`config.mk`:
```
export PLATFORM = sky130hd
export DESIGN_NAME = nmea_gll_position_parser_top
export DESIGN_NICKNAME = d
export VERILOG_FILES = /design/src/ngll_pkg.sv /design/src/ngll_parser.sv /design/src/ngll_convert.sv /design/src/nmea_gll_position_parser_top.sv
export SDC_FILE = /design/constraint.sdc
export NUM_CORES = 2
export LEC_CHECK = 0
export BUFFER_PORTS_ARGS = -buffer_cell sky130_fd_sc_hd__buf_2
export CAP_MARGIN = 10
export CORE_MARGIN = 1
export CORE_UTILIZATION = 45
export CTS_CLUSTER_DIAMETER = 100
export DETAILED_ROUTE_END_ITERATION = 10
export GPL_TIMING_DRIVEN = 0
export PLACE_DENSITY_LB_ADDON = 0.25
export REMOVE_ABC_BUFFERS = 1
export SKIP_CTS_REPAIR_TIMING = 1
export SLEW_MARGIN = 5
export SYNTH_ARGS = -nofsm -noshare
export SYNTH_HDL_FRONTEND = slang
export SYNTH_HIERARCHICAL = 1
export SYNTH_SLANG_ARGS = --single-unit
```
`constraint.sdc`:
```
create_clock -name clk -period 8.4 [get_ports clk]
set_clock_uncertainty 0.05 [all_clocks]
set_input_delay 0.42 -clock clk [delete_from_list [all_inputs] [get_ports clk]]
set_output_delay 0.42 -clock clk [all_outputs]
set_load 0.05 [all_outputs]
```
`src/ngll_pkg.sv`:
```
`default_nettype none

package ngll_pkg;

	// default configuration
	localparam int FRAC_DIGITS_DEF = 5;
	localparam int INT_DIGITS_DEF  = 5;

	// field widths
	localparam int BYTE_W = 8;
	localparam int UDEG_W = 31;
	localparam int MM_W   = 7;
	localparam int POS_W  = 3;

	// sentence head "$GPGLL"
	localparam int HEAD_LEN = 6;

	// ascii codes
	localparam logic [BYTE_W-1:0] CH_DOLLAR = 8'h24;
	localparam logic [BYTE_W-1:0] CH_COMMA  = 8'h2C;
	localparam logic [BYTE_W-1:0] CH_DOT    = 8'h2E;
	localparam logic [BYTE_W-1:0] CH_CR     = 8'h0D;
	localparam logic [BYTE_W-1:0] CH_LF     = 8'h0A;
	localparam logic [BYTE_W-1:0] CH_ZERO   = 8'h30;
	localparam logic [BYTE_W-1:0] CH_NINE   = 8'h39;
	localparam logic [BYTE_W-1:0] CH_G      = 8'h47;
	localparam logic [BYTE_W-1:0] CH_P      = 8'h50;
	localparam logic [BYTE_W-1:0] CH_L      = 8'h4C;
	localparam logic [BYTE_W-1:0] CH_S      = 8'h53;
	localparam logic [BYTE_W-1:0] CH_W      = 8'h57;

	// minutes scaled by 10^5 divide by 6 to give microdegrees
	localparam int     MIN_SCALE_BASE = 5;
	localparam longint MIN_DIV_BASE   = 6;
	localparam longint UDEG_PER_DEG   = 1000000;

	// largest magnitude of a converted coordinate
	localparam int UDEG_LIMIT = 1000666666;

	// parser phases
	typedef enum logic [3:0] {
		PH_IDLE,
		PH_PREFIX,
		PH_SKIP,
		PH_LAT_INT,
		PH_LAT_FRAC,
		PH_LAT_DIR,
		PH_LAT_COMMA,
		PH_LON_INT,
		PH_LON_FRAC,
		PH_LON_DIR
	} phase_t;

	// control bits of one conversion job
	typedef struct packed {
		logic lon;
		logic neg;
	} job_ctl_t;

	// power of ten for elaboration-time constants
	function automatic longint pow10(input int n);
		longint r;
		r = 1;
		for (int i = 0; i < n; i++) begin
			r = r * 10;
		end
		return r;
	endfunction

endpackage

`default_nettype wire

```
`src/ngll_parser.sv`:
```
`default_nettype none

module ngll_parser #(
	parameter int FRAC_DIGITS = ngll_pkg::FRAC_DIGITS_DEF,
	parameter int INT_DIGITS  = ngll_pkg::INT_DIGITS_DEF,
	localparam int DEG_W  = $clog2(ngll_pkg::pow10(INT_DIGITS - 2)),
	localparam int FRAC_W = $clog2(ngll_pkg::pow10(FRAC_DIGITS)),
	localparam int CNT_W  = $clog2(FRAC_DIGITS + 1)
) (
	input  logic                        clk,
	input  logic                        arst_n,
	input  logic                        in_valid,
	output logic                        in_ready,
	input  logic [ngll_pkg::BYTE_W-1:0] in_byte,
	output logic                        job_valid,
	input  logic                        job_ready,
	output ngll_pkg::job_ctl_t          job_ctl,
	output logic [DEG_W-1:0]            job_deg,
	output logic [ngll_pkg::MM_W-1:0]   job_mm,
	output logic [FRAC_W-1:0]           job_frac,
	output logic [CNT_W-1:0]            job_fcnt
);

	localparam int ICNT_W = $clog2(INT_DIGITS + 1);

	ngll_pkg::phase_t             phase_q, phase_d;
	logic [ngll_pkg::POS_W-1:0]   pos_q, pos_d;
	logic [3:0]                   dig_q [INT_DIGITS];
	logic [3:0]                   dig_d [INT_DIGITS];
	logic [ICNT_W-1:0]            icnt_q, icnt_d;
	logic [FRAC_W-1:0]            frac_q, frac_d;
	logic [CNT_W-1:0]             fcnt_q, fcnt_d;

	logic                         accept;
	logic                         is_digit;
	logic                         is_eol;
	logic                         has_digits;
	logic                         in_frac;
	logic                         in_lat;
	logic                         clear_num;
	logic [3:0]                   digit;
	logic [ngll_pkg::BYTE_W-1:0]  head_char;
	logic [DEG_W-1:0]             deg_sum;

	assign in_ready   = job_ready;
	assign accept     = in_valid && in_ready;
	assign digit      = in_byte[3:0];
	assign is_digit   = (in_byte >= ngll_pkg::CH_ZERO) && (in_byte <= ngll_pkg::CH_NINE);
	assign is_eol     = (in_byte == ngll_pkg::CH_CR) || (in_byte == ngll_pkg::CH_LF);
	assign has_digits = (icnt_q != '0) || (fcnt_q != '0);
	assign in_frac    = (phase_q == ngll_pkg::PH_LAT_FRAC) || (phase_q == ngll_pkg::PH_LON_FRAC);
	assign in_lat     = (phase_q == ngll_pkg::PH_LAT_INT) || (phase_q == ngll_pkg::PH_LAT_FRAC);

	// expected character of the sentence head
	always_comb begin
		case (pos_q)
			3'd0:    head_char = ngll_pkg::CH_DOLLAR;
			3'd1:    head_char = ngll_pkg::CH_G;
			3'd2:    head_char = ngll_pkg::CH_P;
			3'd3:    head_char = ngll_pkg::CH_G;
			default: head_char = ngll_pkg::CH_L;
		endcase
	end

	// next parse state for the byte on the port
	always_comb begin
		phase_d   = phase_q;
		pos_d     = pos_q;
		dig_d     = dig_q;
		icnt_d    = icnt_q;
		frac_d    = frac_q;
		fcnt_d    = fcnt_q;
		clear_num = 1'b0;
		if (in_byte == ngll_pkg::CH_DOLLAR) begin
			phase_d = ngll_pkg::PH_PREFIX;
			pos_d   = ngll_pkg::POS_W'(1);
		end else if (phase_q != ngll_pkg::PH_IDLE) begin
			if (is_eol) begin
				phase_d = ngll_pkg::PH_IDLE;
			end else begin
				case (phase_q)
					ngll_pkg::PH_PREFIX: begin
						if (in_byte == head_char) begin
							pos_d = ngll_pkg::POS_W'(pos_q + 1'b1);
							if (pos_q == ngll_pkg::POS_W'(ngll_pkg::HEAD_LEN - 1)) begin
								phase_d = ngll_pkg::PH_SKIP;
							end
						end else begin
							phase_d = ngll_pkg::PH_IDLE;
						end
					end
					ngll_pkg::PH_SKIP: begin
						if (in_byte == ngll_pkg::CH_COMMA) begin
							clear_num = 1'b1;
							phase_d   = ngll_pkg::PH_LAT_INT;
						end
					end
					ngll_pkg::PH_LAT_INT, ngll_pkg::PH_LAT_FRAC,
					ngll_pkg::PH_LON_INT, ngll_pkg::PH_LON_FRAC: begin
						if (is_digit) begin
							if (!in_frac) begin
								if (icnt_q == ICNT_W'(INT_DIGITS)) begin
									phase_d = ngll_pkg::PH_IDLE;
								end else begin
									for (int i = INT_DIGITS - 1; i > 0; i--) begin
										dig_d[i] = dig_q[i-1];
									end
									dig_d[0] = digit;
									icnt_d   = ICNT_W'(icnt_q + 1'b1);
								end
							end else if (fcnt_q < CNT_W'(FRAC_DIGITS)) begin
								frac_d = FRAC_W'((FRAC_W + 4)'(frac_q) * (FRAC_W + 4)'(10)
									+ (FRAC_W + 4)'(digit));
								fcnt_d = CNT_W'(fcnt_q + 1'b1);
							end
						end else if (in_byte == ngll_pkg::CH_DOT && !in_frac) begin
							phase_d = in_lat ? ngll_pkg::PH_LAT_FRAC : ngll_pkg::PH_LON_FRAC;
						end else if (in_byte == ngll_pkg::CH_COMMA && has_digits) begin
							phase_d = in_lat ? ngll_pkg::PH_LAT_DIR : ngll_pkg::PH_LON_DIR;
						end else begin
							phase_d = ngll_pkg::PH_IDLE;
						end
					end
					ngll_pkg::PH_LAT_DIR: begin
						phase_d = ngll_pkg::PH_LAT_COMMA;
					end
					ngll_pkg::PH_LAT_COMMA: begin
						if (in_byte == ngll_pkg::CH_COMMA) begin
							clear_num = 1'b1;
							phase_d   = ngll_pkg::PH_LON_INT;
						end else begin
							phase_d = ngll_pkg::PH_IDLE;
						end
					end
					default: begin
						phase_d = ngll_pkg::PH_IDLE;
					end
				endcase
			end
		end
		if (clear_num) begin
			for (int i = 0; i < INT_DIGITS; i++) begin
				dig_d[i] = 4'd0;
			end
			icnt_d = '0;
			frac_d = '0;
			fcnt_d = '0;
		end
	end

	// parse state registers
	always_ff @(posedge clk or negedge arst_n) begin
		if (!arst_n) begin
			phase_q <= ngll_pkg::PH_IDLE;
			pos_q   <= '0;
			icnt_q  <= '0;
			frac_q  <= '0;
			fcnt_q  <= '0;
			for (int i = 0; i < INT_DIGITS; i++) begin
				dig_q[i] <= 4'd0;
			end
		end else if (accept) begin
			phase_q <= phase_d;
			pos_q   <= pos_d;
			icnt_q  <= icnt_d;
			frac_q  <= frac_d;
			fcnt_q  <= fcnt_d;
			dig_q   <= dig_d;
		end
	end

	// whole degrees from the upper integer digits
	always_comb begin
		deg_sum = '0;
		for (int i = 2; i < INT_DIGITS; i++) begin
			deg_sum = DEG_W'(deg_sum + DEG_W'(dig_q[i]) * DEG_W'(ngll_pkg::pow10(i - 2)));
		end
	end

	// a direction byte hands the held number to the converter
	assign job_valid = in_valid
		&& ((phase_q == ngll_pkg::PH_LAT_DIR) || (phase_q == ngll_pkg::PH_LON_DIR))
		&& (in_byte != ngll_pkg::CH_DOLLAR) && !is_eol;
	assign job_ctl.lon = (phase_q == ngll_pkg::PH_LON_DIR);
	assign job_ctl.neg = (in_byte == ngll_pkg::CH_S) || (in_byte == ngll_pkg::CH_W);
	assign job_deg     = deg_sum;
	assign job_mm      = ngll_pkg::MM_W'(ngll_pkg::MM_W'(dig_q[1]) * ngll_pkg::MM_W'(10)
		+ ngll_pkg::MM_W'(dig_q[0]));
	assign job_frac    = frac_q;
	assign job_fcnt    = fcnt_q;

endmodule

`default_nettype wire

```
`src/ngll_convert.sv`:
```
`default_nettype none

module ngll_convert #(
	parameter int FRAC_DIGITS = ngll_pkg::FRAC_DIGITS_DEF,
	parameter int INT_DIGITS  = ngll_pkg::INT_DIGITS_DEF,
	localparam int DEG_W  = $clog2(ngll_pkg::pow10(INT_DIGITS - 2)),
	localparam int FRAC_W = $clog2(ngll_pkg::pow10(FRAC_DIGITS)),
	localparam int CNT_W  = $clog2(FRAC_DIGITS + 1)
) (
	input  logic                               clk,
	input  logic                               arst_n,
	input  logic                               job_valid,
	output logic                               job_ready,
	input  ngll_pkg::job_ctl_t                 job_ctl,
	input  logic [DEG_W-1:0]                   job_deg,
	input  logic [ngll_pkg::MM_W-1:0]          job_mm,
	input  logic [FRAC_W-1:0]                  job_frac,
	input  logic [CNT_W-1:0]                   job_fcnt,
	output logic                               out_valid,
	input  logic                               out_ready,
	output logic signed [ngll_pkg::UDEG_W-1:0] latitude_udeg,
	output logic signed [ngll_pkg::UDEG_W-1:0] longitude_udeg
);

	// minutes are brought to a fixed scale of 10^SCALE_DIGITS
	localparam int SCALE_DIGITS = (FRAC_DIGITS > ngll_pkg::MIN_SCALE_BASE)
		? FRAC_DIGITS : ngll_pkg::MIN_SCALE_BASE;
	localparam longint X_LIMIT = ngll_pkg::pow10(SCALE_DIGITS + 2);
	localparam int     X_W     = $clog2(X_LIMIT);
	localparam longint DIVISOR = ngll_pkg::MIN_DIV_BASE
		* ngll_pkg::pow10(SCALE_DIGITS - ngll_pkg::MIN_SCALE_BASE);
	// reciprocal exact for every dividend below 2^X_W
	localparam int     SHIFT   = X_W + $clog2(DIVISOR);
	localparam longint RECIP   = ((longint'(1) << SHIFT) + DIVISOR - 1) / DIVISOR;
	localparam int     R_W     = $clog2(RECIP + 1);
	localparam int     PROD_W  = X_W + R_W;
	localparam longint Q_MAX   = (X_LIMIT - 1) / DIVISOR;
	localparam int     Q_W     = $clog2(Q_MAX + 1);
	localparam longint MAG_MAX = (ngll_pkg::pow10(INT_DIGITS - 2) - 1) * ngll_pkg::UDEG_PER_DEG
		+ Q_MAX;
	localparam int     MAG_W   = $clog2(MAG_MAX + 1);

	// handshake between stages
	logic out_free, adv3, en1, en2, en3;

	logic                        v_s1, v_s2, v_s3;
	ngll_pkg::job_ctl_t          ctl_s1, ctl_s2, ctl_s3;
	logic [DEG_W-1:0]            deg_s1;
	logic [ngll_pkg::MM_W-1:0]   mm_s1;
	logic [FRAC_W-1:0]           frac_s1;
	logic [CNT_W-1:0]            fcnt_s1;
	logic [X_W-1:0]              x_s2;
	logic [MAG_W-1:0]            degu_s2, degu_s3;
	logic [Q_W-1:0]              q_s3;

	logic [X_W-1:0]              scale_sel;
	logic [X_W-1:0]              x_c;
	logic [MAG_W-1:0]            degu_c;
	logic [PROD_W-1:0]           prod_c;
	logic [MAG_W-1:0]            mag_c;
	logic [ngll_pkg::UDEG_W-1:0] udeg_c;

	logic                        out_valid_q;
	logic [ngll_pkg::UDEG_W-1:0] held_q, lat_q, lon_q;

	assign out_free  = !out_valid_q || out_ready;
	assign adv3      = !ctl_s3.lon || out_free;
	assign en3       = !v_s3 || adv3;
	assign en2       = !v_s2 || en3;
	assign en1       = !v_s1 || en2;
	assign job_ready = en1;

	// stage 1: minutes on the fixed scale, degrees in microdegrees
	always_comb begin
		scale_sel = '0;
		for (int k = 0; k <= FRAC_DIGITS; k++) begin
			if (fcnt_s1 == CNT_W'(k)) begin
				scale_sel = X_W'(ngll_pkg::pow10(SCALE_DIGITS - k));
			end
		end
	end
	assign x_c    = X_W'(X_W'(mm_s1) * X_W'(ngll_pkg::pow10(SCALE_DIGITS))
		+ X_W'(frac_s1) * scale_sel);
	assign degu_c = MAG_W'(MAG_W'(deg_s1) * MAG_W'(ngll_pkg::UDEG_PER_DEG));

	// stage 2: divide by the constant through its reciprocal
	assign prod_c = PROD_W'(x_s2) * PROD_W'(RECIP);

	// stage 3: sum and sign
	assign mag_c  = MAG_W'(degu_s3 + MAG_W'(q_s3));
	assign udeg_c = ctl_s3.neg ? ngll_pkg::UDEG_W'(-ngll_pkg::UDEG_W'(mag_c))
		: ngll_pkg::UDEG_W'(mag_c);

	// stage valid bits and output control
	always_ff @(posedge clk or negedge arst_n) begin
		if (!arst_n) begin
			v_s1        <= 1'b0;
			v_s2        <= 1'b0;
			v_s3        <= 1'b0;
			out_valid_q <= 1'b0;
			held_q      <= '0;
		end else begin
			if (en1) begin
				v_s1 <= job_valid;
			end
			if (en2) begin
				v_s2 <= v_s1;
			end
			if (en3) begin
				v_s3 <= v_s2;
			end
			if (out_free) begin
				out_valid_q <= v_s3 && ctl_s3.lon;
			end
			// latitude waits here for its longitude
			if (v_s3 && !ctl_s3.lon) begin
				held_q <= udeg_c;
			end
		end
	end

	// stage payload
	always_ff @(posedge clk) begin
		if (en1) begin
			ctl_s1  <= job_ctl;
			deg_s1  <= job_deg;
			mm_s1   <= job_mm;
			frac_s1 <= job_frac;
			fcnt_s1 <= job_fcnt;
		end
		if (en2) begin
			ctl_s2  <= ctl_s1;
			x_s2    <= x_c;
			degu_s2 <= degu_c;
		end
		if (en3) begin
			ctl_s3  <= ctl_s2;
			q_s3    <= prod_c[SHIFT +: Q_W];
			degu_s3 <= degu_s2;
		end
		if (out_free && v_s3 && ctl_s3.lon) begin
			lat_q <= held_q;
			lon_q <= udeg_c;
		end
	end

	assign out_valid      = out_valid_q;
	assign latitude_udeg  = lat_q;
	assign longitude_udeg = lon_q;

endmodule

`default_nettype wire

```
`src/nmea_gll_position_parser_top.sv`:
```
// channel   signals                                   transfer when
// --------  ----------------------------------------  ------------------------
// input     in_valid, in_ready, in_byte                in_valid && in_ready
// output    out_valid, out_ready, latitude_udeg,       out_valid && out_ready
//           longitude_udeg
//
// one byte is taken every cycle while in_ready is high; the parser state updates
// at the byte transfer; out_valid rises once the longitude direction byte has passed
// the job register, scale, reciprocal multiply, sum and sign into the output register
// arst_n clears the parse state and all stage valid bits; no clearing pass
// an output stall fills the conversion stages; in_ready drops only once every
// stage holds a job and the last one, a longitude, waits behind a held output
`default_nettype none

module nmea_gll_position_parser_top #(
	parameter int FRAC_DIGITS = ngll_pkg::FRAC_DIGITS_DEF,
	parameter int INT_DIGITS  = ngll_pkg::INT_DIGITS_DEF
) (
	input  logic                               clk,
	input  logic                               arst_n,
	input  logic                               in_valid,
	output logic                               in_ready,
	input  logic [ngll_pkg::BYTE_W-1:0]        in_byte,
	output logic                               out_valid,
	input  logic                               out_ready,
	output logic signed [ngll_pkg::UDEG_W-1:0] latitude_udeg,
	output logic signed [ngll_pkg::UDEG_W-1:0] longitude_udeg
);

	localparam int DEG_W  = $clog2(ngll_pkg::pow10(INT_DIGITS - 2));
	localparam int FRAC_W = $clog2(ngll_pkg::pow10(FRAC_DIGITS));
	localparam int CNT_W  = $clog2(FRAC_DIGITS + 1);

	logic                      job_valid;
	logic                      job_ready;
	ngll_pkg::job_ctl_t        job_ctl;
	logic [DEG_W-1:0]          job_deg;
	logic [ngll_pkg::MM_W-1:0] job_mm;
	logic [FRAC_W-1:0]         job_frac;
	logic [CNT_W-1:0]          job_fcnt;

	// sentence parsing
	ngll_parser #(
		.FRAC_DIGITS(FRAC_DIGITS),
		.INT_DIGITS (INT_DIGITS)
	) u_parser (
		.clk      (clk),
		.arst_n   (arst_n),
		.in_valid (in_valid),
		.in_ready (in_ready),
		.in_byte  (in_byte),
		.job_valid(job_valid),
		.job_ready(job_ready),
		.job_ctl  (job_ctl),
		.job_deg  (job_deg),
		.job_mm   (job_mm),
		.job_frac (job_frac),
		.job_fcnt (job_fcnt)
	);

	// conversion to microdegrees
	ngll_convert #(
		.FRAC_DIGITS(FRAC_DIGITS),
		.INT_DIGITS (INT_DIGITS)
	) u_convert (
		.clk           (clk),
		.arst_n        (arst_n),
		.job_valid     (job_valid),
		.job_ready     (job_ready),
		.job_ctl       (job_ctl),
		.job_deg       (job_deg),
		.job_mm        (job_mm),
		.job_frac      (job_frac),
		.job_fcnt      (job_fcnt),
		.out_valid     (out_valid),
		.out_ready     (out_ready),
		.latitude_udeg (latitude_udeg),
		.longitude_udeg(longitude_udeg)
	);

`ifndef SYNTHESIS
	a_lat_range: assert property (@(posedge clk) disable iff (!arst_n)
		out_valid |-> (latitude_udeg <= ngll_pkg::UDEG_LIMIT)
			&& (latitude_udeg >= -ngll_pkg::UDEG_LIMIT))
		else $error("latitude out of range");

	a_lon_range: assert property (@(posedge clk) disable iff (!arst_n)
		out_valid |-> (longitude_udeg <= ngll_pkg::UDEG_LIMIT)
			&& (longitude_udeg >= -ngll_pkg::UDEG_LIMIT))
		else $error("longitude out of range");

	a_job_from_byte: assert property (@(posedge clk) disable iff (!arst_n)
		(job_valid && job_ready) |-> (in_valid && in_ready))
		else $error("conversion job without a byte transfer");

	a_stall_cause: assert property (@(posedge clk) disable iff (!arst_n)
		!in_ready |-> (out_valid && !out_ready))
		else $error("input stalled while the output is not stalled");
`endif

endmodule

`default_nettype wire
```
==> tab_implementation.tex <==
\begin{tabular}{lr}
\hline
Metric & Value \\
\hline
\multicolumn{2}{l}{\textbf{Critical path}} \\
\quad Category of the critical setup timing path & flip-flop to flip-flop \\
\quad Worst setup startpoint & u\_convert/mm\_s1[1] \\
\quad Reg2reg start & u\_convert/mm\_s1[1] \\
\quad Data required time of the critical path & 8680 ps \\
\quad Slowest cell delay on critical path & 530 ps \\
\quad Maximum fanout count along the critical path & 5 \\
\quad Kind of launch point of the worst setup path & flip-flop \\
\quad Crit path arrival time & 8250 ps \\
\quad Type of element capturing the critical path & flip-flop \\
\quad Slowest stage cell, crit path & fa\_1 \\
\multicolumn{2}{l}{\textbf{Die}} \\
\quad Die area & 77000 um2 \\
\quad Total I/O pin count & 76 \\
\quad Initial core utilization & 45.7\% \\
\quad Die outline width & 277 um \\
\quad Height of the chip & 277 um \\
\quad Core Box Area & 74700 um2 \\
\quad Number of placement rows & 100 \\
\multicolumn{2}{l}{\textbf{Clocking}} \\
\quad Number of buffers created by CTS & 31 \\
\quad Level count of the clock H-tree & 1 \\
\quad Root Buffer & clkbuf\_16 \\
\quad Clock latency on the worst-skew pair & 590 ps \\
\quad CTS tree & yes \\
\quad Clock transition time at the flip-flop clock pins of the worst setup and hold paths & 60 ps \\
\quad Number of sinks driven by the clock tree & 283 \\
\quad Buffer levels on the longest clock path & 3 \\
\multicolumn{2}{l}{\textbf{Synth}} \\
\quad Async set or reset register ratio after synthesis & 30.0\% \\
\quad Unique cell type count in the Yosys netlist & 96 \\
\quad Post-synth top flop & edfxtp\_1 \\
\quad Cell taking the most area after synthesis & fa\_1 \\
\quad Post-synthesis instance total & 3278 \\
\quad Cell Area, Synth & 34100 um2 \\
\quad Largest cells by area after synthesis & fa\_1 25\%, ha\_1 20\%, edfxtp\_1 17\% \\
\quad Number of enable flip-flop cells after synthesis & 198 \\
\quad Post-synthesis average cell area & 10.4 um2 \\
\quad Synthesized flop and latch total & 283 \\
\quad Seq/Total Area, Yosys & 23.6\% \\
\quad Number of synthesis warnings & 6 \\
\quad Portion of synthesized cell area occupied by the leading cell type & 25.1\% \\
\multicolumn{2}{l}{\textbf{Timing}} \\
\quad Share of the clock period used by the worst path & 94.9\% \\
\quad Worst setup margin & 425 ps \\
\quad RSZ-0062 raised after global routing & false \\
\quad Accumulated negative setup slack & 0 ps \\
\quad Worst hold slack & 93.8 ps \\
\quad Remaining max-slew budget at the tightest pin & 21.9\% \\
\quad Final setup violation count & 0 \\
\quad Clock period minus worst slack & 7980 ps \\
\quad Number of slew-limit violations in the final report & 0 \\
\quad Worst Max-Slew Pin Slew & 1170 ps \\
\quad Final Hold Viols & 0 \\
\quad Fmax & 125 MHz \\
\multicolumn{2}{l}{\textbf{Detailed routing}} \\
\quad Mean number of vias per cell & 5.05 \\
\quad Number of nets with antenna violations after routing & 0 \\
\quad Total wire length & 69700 um \\
\quad DRC violations left & 0 \\
\quad Number of iterations in the first detailed-routing pass & 5 \\
\quad Post-detailed-route wirelength per cell & 16.1 um \\
\quad Via count & 21900 \\
\quad 1st-iter DRT viols & 1104 \\
\multicolumn{2}{l}{\textbf{Cells and area}} \\
\quad Cell area after layout & 36900 um2 \\
\quad Top library cells by usage in the layout, fill and taps aside & 760 x inv\_1, 547 x ha\_1, 428 x fa\_1 \\
\quad Non-filler instance count after layout & 4336 \\
\quad Number of antenna diodes & 0 \\
\quad Commonest non-fill, non-tap cell in the layout & inv\_1 \\
\quad Share of final-layout standard cells stronger than drive strength 1 & 6.89\% \\
\quad \# fillers & 6908 \\
\quad Area growth from synthesis to layout & 7.99\% \\
\quad Net total in the final layout & 4329 \\
\multicolumn{2}{l}{\textbf{Power and ir drop}} \\
\quad PwrDens & 80.2 nW/um2 \\
\quad Maximum VDD drop & 142 uV \\
\quad Leakage power & 19.6 nW \\
\multicolumn{2}{l}{\textbf{Global routing}} \\
\quad Number of global-route vias before repair & 22400 \\
\quad First-pass GRT wire length & 117000 um \\
\quad GRT overflow & 0 \\
\quad Global-route usage over all layers & 18.7\% \\
\quad Antenna violations before repair & 1 \\
\quad Largest net degree at the start of global routing & 52 \\
\multicolumn{2}{l}{\textbf{Place}} \\
\quad Routability-driven placement congestion ratio & 0.899 \\
\quad Placed instance area & 35700 um2 \\
\quad Count of buffers from port buffering & 75 \\
\quad Number of cells in the design after placement & 4275 \\
\quad Setup Slack @ Placement & 163 ps \\
\quad Post-detail-place hpwl & 59200 um \\
\multicolumn{2}{l}{\textbf{Worst hold path}} \\
\quad Worst Hold Class & primary input to flip-flop \\
\quad Hold Startpoint & out\_ready \\
\multicolumn{2}{l}{\textbf{Outcome}} \\
\quad Result of the run & completed \\
\multicolumn{2}{l}{\textbf{Flow run}} \\
\quad Number of max-cap violations & 0 \\
\hline
\end{tabular}
per-stage QoR:
| stage | utilization (%) | total power [mW] |
|---|---|---|
| after global routing | 49.4 | 3.05 |
| after floorplan | - | 1.51 |
| final | 49.4 | 2.96 |
| after CTS | 49.3 | 3.00 |
| after global placement | 47.5 | 1.53 |
| after detailed placement | 47.8 | 1.53 |
power breakdown:
group / total, mW / switching, mW / leakage, nW / internal [mW]
registers: 1.48 / 0.000276 / 3.29 / 1.48
logic: 0.0242 / 0.0174 / 15.8 / 0.00672
clock network: 1.45 / 0.578 / 0.535 / 0.876
final timing paths:
check | to | slack [ps] | cells past startpoint
worst min-delay path | u_convert/out_valid | 90 | 3
worst max register to register | u_convert/x_s2[23] | 420 | 29
worst min register to register | u_convert/degu_s3[20] | 350 | 0
worst max-delay path | u_convert/x_s2[23] | 420 | 29
min in group asynchronous | u_convert/out_valid | 320 | 2
max in group asynchronous | u_parser/job_frac[11] | 7330 | 3
logic make-up after synthesis:
kind of cell | Yosys count | synth area share (%)
fa+ha+maj | 975 | 45.1
simple gates | 603 | 9.02
buf+inv | 819 | 9.08
mux | 37 | 1.21
flops | 283 | 23.6
xor+xnor | 187 | 4.84
compound gates | 374 | 7.06
layout make-up:
cell class | count | area [um2] | share of cell area (%)
Multi-Input combinational cell | 2176 | 23000 | 62.4
Tap cell | 969 | 1210 | 3.29
Sequential cell | 283 | 8070 | 21.9
Clock inverter | 19 | 262 | 0.709
Inverter | 763 | 2860 | 7.77
Timing Repair Buffer | 87 | 596 | 1.62
Clock buffer | 39 | 846 | 2.29
per-layer routing:
layer / up-vias / global-route usage [%] / wire length (um)
met2: 345 / 30.8 / 32800
met5: - / 0 / 0
li1: 10800 / - / -
met4: 0 / 3.29 / 1170
met1: 10700 / 26.9 / 33200
met3: 70 / 1.95 / 2610
critical path, delay by kind of cell, from the launching register on:
kind / cells / cell delay (ps)
XOR/XNOR: 2 / 330
buffers and inverters: 6 / 340
flip-flops: 1 / 500
adder cells (fa/ha/maj): 11 / 4420
AND/OR/NAND/NOR: 1 / 390
AO/OA/AOI/OAI: 9 / 1700
Yosys cell counts, types with 47 or more instances:
master / count
a21oi_1: 95
edfxtp_1: 198
o21ai_0: 70
nand3_1: 47
xnor2_1: 135
xor2_1: 51
nand2_1: 196
dfrtp_1: 85
and2_1: 69
nor2_1: 90
fa_1: 428
inv_1: 761
ha_1: 547
flip-flops by register name (all words and copies together) (netlist names), 2 cells and up:
signal                    count
u_parser/job_fcnt             3
u_parser/dig_q               20
u_convert/degu_s3            24
u_convert/longitude_udeg     31
u_parser/icnt_q               3
u_convert/ctl_s1              2
u_parser/pos_q                3
u_convert/q_s3               21
u_convert/x_s2               24
u_convert/degu_s2            24
u_convert/fcnt_s1             3
u_convert/held_q             31
u_convert/frac_s1            17
u_convert/deg_s1             10
u_convert/ctl_s2              2
u_parser/phase_q              4
u_convert/ctl_s3              2
u_convert/latitude_udeg      31
u_convert/mm_s1               7
u_parser/job_frac            17
Note: power is estimated with default switching activity, not from simulation.
